<file path="src/design/itb_pkg.sv">
// Shared types, constants and helpers for the IMU tilt and rate block.
package itb_pkg;

  localparam int CNT_W      = 7;
  localparam int CORD_STEPS = 16;

  localparam logic [1:0] PH_DISCARD = 2'd0;
  localparam logic [1:0] PH_AVERAGE = 2'd1;
  localparam logic [1:0] PH_RUN     = 2'd2;

  localparam logic signed [16:0] ANGLE_LIM     = 17'sd11520;
  localparam logic signed [16:0] ANGLE_OUT_LIM = 17'sd23040;
  localparam logic signed [16:0] RATE_OUT_LIM  = 17'sd32000;

  localparam logic [32:0] RATE_RECIP   = 33'(((64'd1 << 33) + 64'd261) / 64'd262);
  localparam logic [25:0] RATE_ROUND   = 26'd131;
  localparam logic [25:0] QUO_BIAS_262 = 26'd8585216;
  localparam logic [15:0] QUO_BIAS     = 16'h8000;

  typedef struct packed {
    logic signed [15:0] accel_x;
    logic signed [15:0] accel_y;
    logic signed [15:0] accel_z;
    logic signed [15:0] gyro_x;
    logic signed [15:0] gyro_y;
    logic signed [15:0] gyro_z;
    logic               restart_calibration;
  } in_item_t;

  typedef struct packed {
    logic signed [15:0] roll_angle;
    logic signed [15:0] pitch_angle;
    logic signed [15:0] z_tilt_angle;
    logic signed [15:0] roll_rate;
    logic signed [15:0] pitch_rate;
    logic signed [15:0] yaw_rate;
    logic               calibrated;
  } out_item_t;

  typedef struct packed {
    logic        start;
    logic [23:0] dividend;
    logic [32:0] recip;
  } div_req_t;

  function automatic logic signed [23:0] atan_entry(input logic [3:0] i);
    logic signed [23:0] t;
    case (i)
      4'd0:    t = 24'sd1474560;
      4'd1:    t = 24'sd870484;
      4'd2:    t = 24'sd459940;
      4'd3:    t = 24'sd233473;
      4'd4:    t = 24'sd117189;
      4'd5:    t = 24'sd58652;
      4'd6:    t = 24'sd29333;
      4'd7:    t = 24'sd14667;
      4'd8:    t = 24'sd7334;
      4'd9:    t = 24'sd3667;
      4'd10:   t = 24'sd1833;
      4'd11:   t = 24'sd917;
      4'd12:   t = 24'sd458;
      4'd13:   t = 24'sd229;
      4'd14:   t = 24'sd115;
      default: t = 24'sd57;
    endcase
    return t;
  endfunction

  function automatic logic signed [15:0] sat16(input logic signed [16:0] v,
                                               input logic signed [16:0] lim);
    logic signed [16:0] r;
    if (v > lim) r = lim;
    else if (v < -lim) r = -lim;
    else r = v;
    return r[15:0];
  endfunction

endpackage

</file>
<file path="src/design/itb_div.sv">
// Constant-divisor unit: latch a dividend and its reciprocal, then multiply and shift.
module itb_div (
  input  logic              clk,
  input  logic              rst,
  input  itb_pkg::div_req_t req,
  output logic              done,
  output logic [15:0]       quo
);

  logic [23:0] num;
  logic [32:0] recip;
  logic [56:0] prod;
  logic        busy;

  assign prod = {33'b0, num} * {24'b0, recip};

  always_ff @(posedge clk) begin
    if (rst) begin
      busy <= 1'b0;
      done <= 1'b0;
    end else begin
      done <= 1'b0;
      if (req.start) begin
        num   <= req.dividend;
        recip <= req.recip;
        busy  <= 1'b1;
      end else if (busy) begin
        quo  <= prod[48:33];
        busy <= 1'b0;
        done <= 1'b1;
      end
    end
  end

endmodule

</file>
<file path="src/design/imu_tilt_angles_with_bias_calibration.sv">
// Tilt angles and bias-removed rates from accelerometer and gyro samples.
// One item is taken at a time; sample_stall stays high from acceptance until
// its result is loaded into the output register. Each of the three tilts uses
// two squares on one shared multiplier, a check, a 24-step square root and 16
// CORDIC steps, and stops at the check when its numerator or denominator is
// zero; the three rates then take one division each on a reciprocal-multiply
// divider, and the result is staged and loaded into the output register. The
// item that ends averaging adds six offset divisions, and a result still stalled
// at the output holds the block until it is taken. The first DISCARD_SAMPLES
// items after reset or restart are dropped and the next CAL_SAMPLES are
// averaged; meanwhile calibrated is 0 and all other fields are 0.
module imu_tilt_angles_with_bias_calibration #(
  parameter int DISCARD_SAMPLES = 10,
  parameter int CAL_SAMPLES     = 100
) (
  input  logic              clk,
  input  logic              rst,
  input  logic              sample_valid,
  output logic              sample_stall,
  input  itb_pkg::in_item_t sample,
  output logic              result_valid,
  input  logic              result_stall,
  output itb_pkg::out_item_t result
);
  import itb_pkg::*;

  localparam logic [8:0]  AVG_DIVISOR = 9'(2 * CAL_SAMPLES);
  localparam logic [32:0] AVG_RECIP   =
    33'(((64'd1 << 33) + 64'(AVG_DIVISOR) - 64'd1) / 64'(AVG_DIVISOR));
  localparam logic [25:0] AVG_BIAS    = 26'(2 * CAL_SAMPLES * 32768);
  localparam logic [1:0]  PH_START    = (DISCARD_SAMPLES == 0) ? PH_AVERAGE : PH_DISCARD;

  typedef enum logic [10:0] {
    S_IDLE = 11'b00000000001,
    S_SQB  = 11'b00000000010,
    S_SQC  = 11'b00000000100,
    S_CHK  = 11'b00000001000,
    S_SQRT = 11'b00000010000,
    S_CORD = 11'b00000100000,
    S_ANG  = 11'b00001000000,
    S_RATE = 11'b00010000000,
    S_FIN  = 11'b00100000000,
    S_AVG  = 11'b01000000000,
    S_DONE = 11'b10000000000
  } state_t;

  state_t             state;
  in_item_t           item;
  out_item_t          held;
  logic [1:0]         phase;
  logic [CNT_W-1:0]   cnt;
  logic [1:0]         k;
  logic [2:0]         j;
  logic signed [21:0] asum [3];
  logic signed [21:0] rsum [3];
  logic signed [15:0] aoff [3];
  logic signed [15:0] roff [3];
  logic signed [15:0] ang [3];
  logic signed [15:0] rt [3];
  logic [30:0]        sq;
  logic [31:0]        sqsum;
  logic [47:0]        v;
  logic [47:0]        root;
  logic [47:0]        sbit;
  logic signed [27:0] cx;
  logic signed [27:0] cy;
  logic signed [23:0] cz;
  logic [3:0]         ci;
  logic               div_run;

  logic signed [16:0] ta;
  logic signed [15:0] tb;
  logic signed [15:0] tc;
  logic signed [15:0] graw;
  logic signed [15:0] sq_op;
  logic signed [31:0] sq_prod;
  logic [47:0]        trial;
  logic               ge;
  logic [47:0]        root_next;
  logic signed [27:0] dx;
  logic signed [27:0] dy;
  logic signed [23:0] zr;
  logic signed [16:0] ang_raw;
  logic signed [21:0] avg_sum;
  logic [25:0]        rate_num;
  logic [25:0]        avg_num;
  logic [CNT_W-1:0]   cnt_inc;
  div_req_t           dreq;
  logic               div_done;
  logic [15:0]        quo;
  logic signed [15:0] quo_s;

  always_comb begin
    case (k)
      2'd0: begin
        ta = 17'(item.accel_y); tb = item.accel_x; tc = item.accel_z; graw = item.gyro_x;
      end
      2'd1: begin
        ta = -17'(item.accel_x); tb = item.accel_y; tc = item.accel_z; graw = item.gyro_y;
      end
      default: begin
        ta = 17'(item.accel_z); tb = item.accel_x; tc = item.accel_y; graw = item.gyro_z;
      end
    endcase
  end

  assign sq_op     = (state == S_SQC) ? tc : tb;
  assign sq_prod   = sq_op * sq_op;
  assign trial     = root + sbit;
  assign ge        = (v >= trial);
  assign root_next = ge ? ((root >> 1) + sbit) : (root >> 1);
  assign dx        = cy >>> ci;
  assign dy        = cx >>> ci;
  assign zr        = cz + 24'sd128;
  assign ang_raw   = 17'(zr >>> 8);
  assign cnt_inc   = cnt + 7'd1;
  assign avg_sum   = (j < 3'd3) ? asum[j[1:0]] : rsum[2'(j - 3'd3)];
  assign rate_num  = {{3{graw[15]}}, graw, 7'b0} + RATE_ROUND + QUO_BIAS_262;
  assign avg_num   = {{3{avg_sum[21]}}, avg_sum, 1'b0} + 26'(CAL_SAMPLES) + AVG_BIAS;
  assign quo_s     = quo ^ QUO_BIAS;

  assign dreq.start    = (state == S_RATE || state == S_AVG) && !div_run;
  assign dreq.dividend = (state == S_RATE) ? rate_num[23:0] : avg_num[23:0];
  assign dreq.recip    = (state == S_RATE) ? RATE_RECIP : AVG_RECIP;

  itb_div u_div (
    .clk  (clk),
    .rst  (rst),
    .req  (dreq),
    .done (div_done),
    .quo  (quo)
  );

  assign sample_stall = (state != S_IDLE);

  always_ff @(posedge clk) begin
    if (rst) begin
      state        <= S_IDLE;
      phase        <= PH_START;
      cnt          <= '0;
      k            <= '0;
      j            <= '0;
      div_run      <= 1'b0;
      result_valid <= 1'b0;
      for (int i = 0; i < 3; i++) begin
        asum[i] <= '0;
        rsum[i] <= '0;
        aoff[i] <= '0;
        roff[i] <= '0;
      end
    end else begin
      if (result_valid && !result_stall && state != S_DONE) result_valid <= 1'b0;
      case (state)
        S_IDLE: begin
          if (sample_valid) begin
            item  <= sample;
            k     <= '0;
            state <= S_SQB;
            if (sample.restart_calibration) begin
              phase <= PH_START;
              cnt   <= '0;
              for (int i = 0; i < 3; i++) begin
                asum[i] <= '0;
                rsum[i] <= '0;
                aoff[i] <= '0;
                roff[i] <= '0;
              end
            end
          end
        end
        S_SQB: begin
          sq    <= sq_prod[30:0];
          state <= S_SQC;
        end
        S_SQC: begin
          sqsum <= {1'b0, sq} + {1'b0, sq_prod[30:0]};
          state <= S_CHK;
        end
        S_CHK: begin
          if (ta == 17'sd0 || sqsum == 32'd0) begin
            if (ta == 17'sd0) ang[k] <= '0;
            else ang[k] <= ta[16] ? -ANGLE_LIM[15:0] : ANGLE_LIM[15:0];
            if (k == 2'd2) begin
              k     <= '0;
              state <= S_RATE;
            end else begin
              k     <= k + 2'd1;
              state <= S_SQB;
            end
          end else begin
            v     <= {sqsum, 16'b0};
            root  <= '0;
            sbit  <= 48'h4000_0000_0000;
            state <= S_SQRT;
          end
        end
        S_SQRT: begin
          if (ge) v <= v - trial;
          root <= root_next;
          sbit <= sbit >> 2;
          if (sbit[0]) begin
            cx    <= 28'(root_next);
            cy    <= {{3{ta[16]}}, ta, 8'b0};
            cz    <= '0;
            ci    <= '0;
            state <= S_CORD;
          end
        end
        S_CORD: begin
          if (!cy[27] && cy != 28'sd0) begin
            cx <= cx + dx;
            cy <= cy - dy;
            cz <= cz + atan_entry(ci);
          end else begin
            cx <= cx - dx;
            cy <= cy + dy;
            cz <= cz - atan_entry(ci);
          end
          ci <= ci + 4'd1;
          if (ci == 4'(CORD_STEPS - 1)) state <= S_ANG;
        end
        S_ANG: begin
          ang[k] <= sat16(ang_raw, ANGLE_LIM);
          if (k == 2'd2) begin
            k     <= '0;
            state <= S_RATE;
          end else begin
            k     <= k + 2'd1;
            state <= S_SQB;
          end
        end
        S_RATE: begin
          if (!div_run) div_run <= 1'b1;
          if (div_done) begin
            rt[k]   <= quo_s;
            div_run <= 1'b0;
            if (k == 2'd2) begin
              k     <= '0;
              state <= S_FIN;
            end else begin
              k <= k + 2'd1;
            end
          end
        end
        S_FIN: begin
          case (phase)
            PH_DISCARD: begin
              held  <= '0;
              state <= S_DONE;
              if (cnt_inc >= CNT_W'(DISCARD_SAMPLES)) begin
                cnt   <= '0;
                phase <= PH_AVERAGE;
              end else begin
                cnt <= cnt_inc;
              end
            end
            PH_AVERAGE: begin
              held <= '0;
              for (int i = 0; i < 3; i++) begin
                asum[i] <= asum[i] + 22'(ang[i]);
                rsum[i] <= rsum[i] + 22'(rt[i]);
              end
              if (cnt_inc >= CNT_W'(CAL_SAMPLES)) begin
                cnt   <= '0;
                phase <= PH_RUN;
                j     <= '0;
                state <= S_AVG;
              end else begin
                cnt   <= cnt_inc;
                state <= S_DONE;
              end
            end
            default: begin
              held.roll_angle   <= sat16(17'(ang[0]) - 17'(aoff[0]), ANGLE_OUT_LIM);
              held.pitch_angle  <= sat16(17'(ang[1]) - 17'(aoff[1]), ANGLE_OUT_LIM);
              held.z_tilt_angle <= sat16(17'(ang[2]) - 17'(aoff[2]), ANGLE_OUT_LIM);
              held.roll_rate    <= sat16(17'(rt[0]) - 17'(roff[0]), RATE_OUT_LIM);
              held.pitch_rate   <= sat16(17'(rt[1]) - 17'(roff[1]), RATE_OUT_LIM);
              held.yaw_rate     <= sat16(17'(rt[2]) - 17'(roff[2]), RATE_OUT_LIM);
              held.calibrated   <= 1'b1;
              state             <= S_DONE;
            end
          endcase
        end
        S_AVG: begin
          if (!div_run) div_run <= 1'b1;
          if (div_done) begin
            div_run <= 1'b0;
            if (j < 3'd3) aoff[j[1:0]] <= quo_s;
            else roff[2'(j - 3'd3)] <= quo_s;
            if (j == 3'd5) state <= S_DONE;
            else j <= j + 3'd1;
          end
        end
        S_DONE: begin
          if (!result_valid || !result_stall) begin
            result       <= held;
            result_valid <= 1'b1;
            state        <= S_IDLE;
          end
        end
        default: state <= S_IDLE;
      endcase
    end
  end

endmodule

</file>
<file path="config.mk">
export PLATFORM = sky130hd
export DESIGN_NAME = imu_tilt_angles_with_bias_calibration
export DESIGN_NICKNAME = d
export VERILOG_FILES = /design/src/design/itb_pkg.sv /design/src/design/itb_div.sv /design/src/design/imu_tilt_angles_with_bias_calibration.sv
export SDC_FILE = /design/constraint.sdc
export NUM_CORES = 2
export LEC_CHECK = 0
export BUFFER_PORTS_ARGS = -buffer_cell sky130_fd_sc_hd__buf_2
export CORE_MARGIN = 10
export CORE_UTILIZATION = 59
export CTS_CLUSTER_DIAMETER = 60
export DETAILED_ROUTE_END_ITERATION = 6
export HOLD_SLACK_MARGIN = 0.05
export PLACE_DENSITY_LB_ADDON = 0.1
export SYNTH_ARGS = -nofsm -noshare
export SYNTH_HDL_FRONTEND = slang
export SYNTH_HIERARCHICAL = 1
export SYNTH_SLANG_ARGS = --single-unit
</file>
<file path="constraint.sdc">
create_clock -name clk -period 10.3 [get_ports clk]
set_input_delay 2.575 -clock clk [delete_from_list [all_inputs] [get_ports clk]]
set_output_delay 2.575 -clock clk [all_outputs]
set_load 0.005 [all_outputs]
</file>
==> impl_metrics.json <==
{
  "status": "completed",
  "drv_slew": 0,
  "drt_iter0_drc": 6072,
  "post-route-period-util": 0.946,
  "vias": 72600,
  "synth_common_cells": "inv_1, nand2_1, edfxtp_1",
  "timing.fmax_ghz": 0.103,
  "setup_tns_ps": 0,
  "postRouteAntennaNets": 0,
  "synth_top_cells_by_area": "edfxtp_1, fa_1, ha_1, inv_1, nand2_1",
  "start_kind": "flip-flop",
  "min_from": "held[31]",
  "critPathMaxFanout": 13,
  "period_needed_ps": 9750,
  "synth-edff-count": 953,
  "synthesis.area_mm2": 0.0964,
  "layout.nets": 11600,
  "busiest_layer": "met2",
  "cts.sinks": 1005,
  "grt_util_met3": 0.0429,
  "powerDensity_mw_per_mm2": 391,
  "start_util": 0.593,
  "wirelength_mm": 264,
  "ioPinCount": 200,
  "cts_tree": "yes",
  "async_flop_share": 0,
  "r2r_setup_slack_ps": 550,
  "synth.most_common_cell": "inv_1",
  "die-area_mm2": 0.180,
  "worst_pin_slew_ps": 1290,
  "firstDrtPassIters": 6,
  "avgViaCountPerCell": 5.93,
  "core_mm2": 0.163,
  "vdd_ir_drop_max_mv": 2.24,
  "fin_skew_ps": 105,
  "met2_usage": 0.474,
  "arrival_ps": 10200,
  "route.detailed.drc": 0,
  "gr-total-overflow": 0,
  "area_growth_pct": 7.95,
  "timing.rr.end": "sqsum[29]",
  "clockBufferDepth": 3,
  "worstSetupPathType": "flip-flop to flip-flop",
  "synth.distinct_cells": 105,
  "r2r-start": "state[4]",
  "setup_violations": 0,
  "grt_pass1_vias": 73200,
  "grt_max_degree": 83,
  "die_w_um": 424,
  "yosysTopAreaCell": "edfxtp_1",
  "n_fill_cell": 13500,
  "placed_area_mm2": 0.100,
  "wl_per_cell_um": 21.6,
  "grt_antenna_before_repair": 6,
  "port-buffer-count": 199,
  "grt_pass1_wl_mm": 413,
  "maxCapViolCount": 0,
  "relSlewSlack": 0.138,
  "critPathRequiredTime_ps": 10760,
  "leakage_nw": 44.8,
  "grt_util_met1": 0.378,
  "hold_depth": 0,
  "hold_class": "flip-flop to flip-flop",
  "cts.root.buffer_cell": "clkbuf_16",
  "hold_violations": 0,
  "crit_path_end_kind": "flip-flop",
  "netlist_instances": 9847,
  "min_delay_worst_endpoint": "result[31]",
  "critPathSlowestCell": "fa_1",
  "numCtsBuffers": 117,
  "postCtsHoldBufs": 0,
  "dpl.hpwl_mm": 201,
  "cts.clk_slew.worst_paths_ps": 60,
  "yosysWarnings": 6,
  "stdcell_area_mm2": 0.104,
  "grt.total_usage": 0.290,
  "placementRows": 148,
  "final_layout_size_suffix_gt1_frac": 0.0723,
  "gp_congestion": 0.944,
  "netlist.area_leader.share": 0.297,
  "cp_slowest_stage_delay_ps": 560,
  "r2r_cells": 40,
  "die_y_um": 424,
  "ys_ff_latch": 1005,
  "synth.avg_cell_area_um2": 9.79,
  "yosysSeqAreaShare": 0.308,
  "synth-main-ff-cell": "edfxtp_1",
  "htree_levels": 3,
  "clkLatencyLatePin_ps": 810
}
==> report_power, final <==
part | switching (mW) | internal [mW]
logic | 16.3 | 12.9
registers | 0.127 | 6.99
clock network | 1.84 | 2.53
==> cell type report <==
class | instances | area (um^2) | share of cell area
clock buffers | 133 | 3010 | 0.0289
flip-flops and latches | 1005 | 29700 | 0.285
inverters | 1285 | 4830 | 0.0464
clock inverters | 89 | 1060 | 0.0102
repair buffers | 343 | 2080 | 0.0200
diodes | 7 | 17.5 | 0.000168
multi-input cells | 7215 | 60700 | 0.583
well taps | 2175 | 2720 | 0.0261
==> state kept, by name, indices dropped and copies added, names as in the netlist, 11 cells and up, named ones only <==
signal and count:
sqsum 32, v 48, ang 48, cx 28
held 97, sbit 24, rt 48, root 48
asum 66, sq 30, u_div/num 24, item 96
state 11, roff 48, cz 24, aoff 48
u_div/recip 33, u_div/quo 16, rsum 66, result 97
cy 28
==> metrics by stage <==
step / utilization / setup WS (ps) / hold slack (ps) / power [mW] / instances
finish: 0.640 / 554 / 392 / 40.7 / 12300
detailed placement: 0.615 / 35.5 / 405 / 36.1 / 12000
global placement: 0.615 / 198 / 402 / 35.4 / 12000
floorplan: - / 364 / 400 / 30.7 / 9862
global route: 0.640 / -1.11 / 402 / 44.8 / 12200
CTS: 0.640 / 150 / 399 / 40.8 / 12200
==> worst max path at each step <==
stage | slack (ps) | end | startpoint | cells after the start
4_1_cts | 150 | sqsum[29] | state[4] | 40
2_1_floorplan | 360 | sqsum[29] | state[6] | 40
5_1_grt | -1 | sqsum[29] | state[7] | 38
6_report | 550 | sqsum[29] | state[4] | 40
3_5_place_dp | 40 | sqsum[29] | state[4] | 37
3_3_place_gp | 200 | sqsum[29] | state[4] | 39
==> cells by family after synthesis <==
group	share of synthesized area
and+or+nand+nor	0.156
buffers and inverters	0.0647
xor gates and xnor gates	0.0503
DFF	0.308
muxes	0.0342
other	0.0000779
adders and majority gates	0.273
AOI/OAI and AO/OA	0.115
==> per-layer routing <==
layer / vias up / part of all wire / routed length [um]
met4: 2 / 0.057 / 15100
met2: 2611 / 0.47 / 123000
met1: 35700 / 0.41 / 107000
li1: 33800 / - / -
met3: 599 / 0.071 / 18700
met5: - / 0.000049 / 13
==> critical path: cells and delay by family, from the launching register on <==
family,cells,cell delay (ps)
compound gates,12,2520
xor+xnor,2,260
fa+ha+maj,8,3560
buf+inv,8,870
flops,1,380
simple gates,10,1870
==> layout by cell type, fill, tap and decap left out, types with 118 or more instances in the layout <==
master	Yosys	final
buf_2	11	199
nor3_1	183	179
nand3_1	132	132
xor2_1	247	247
and2_1	485	484
a21oi_1	462	460
o21ai_0	415	414
buf_4	1	143
fa_1	896	896
a21o_1	142	142
clkbuf_16	0	118
mux2i_1	136	135
edfxtp_1	953	953
inv_1	1276	1273
nor2_1	744	740
nand2_1	986	982
xnor2_1	307	307
ha_1	670	670
==> what timing repair did <==
item / CTS / global route
buffers inserted: 0 / 3
gates resized for setup: 2 / 9
pin swaps: 0 / 1
endpoints found under the setup margin: 1 / 9
Power figures use the tool's default switching activity.
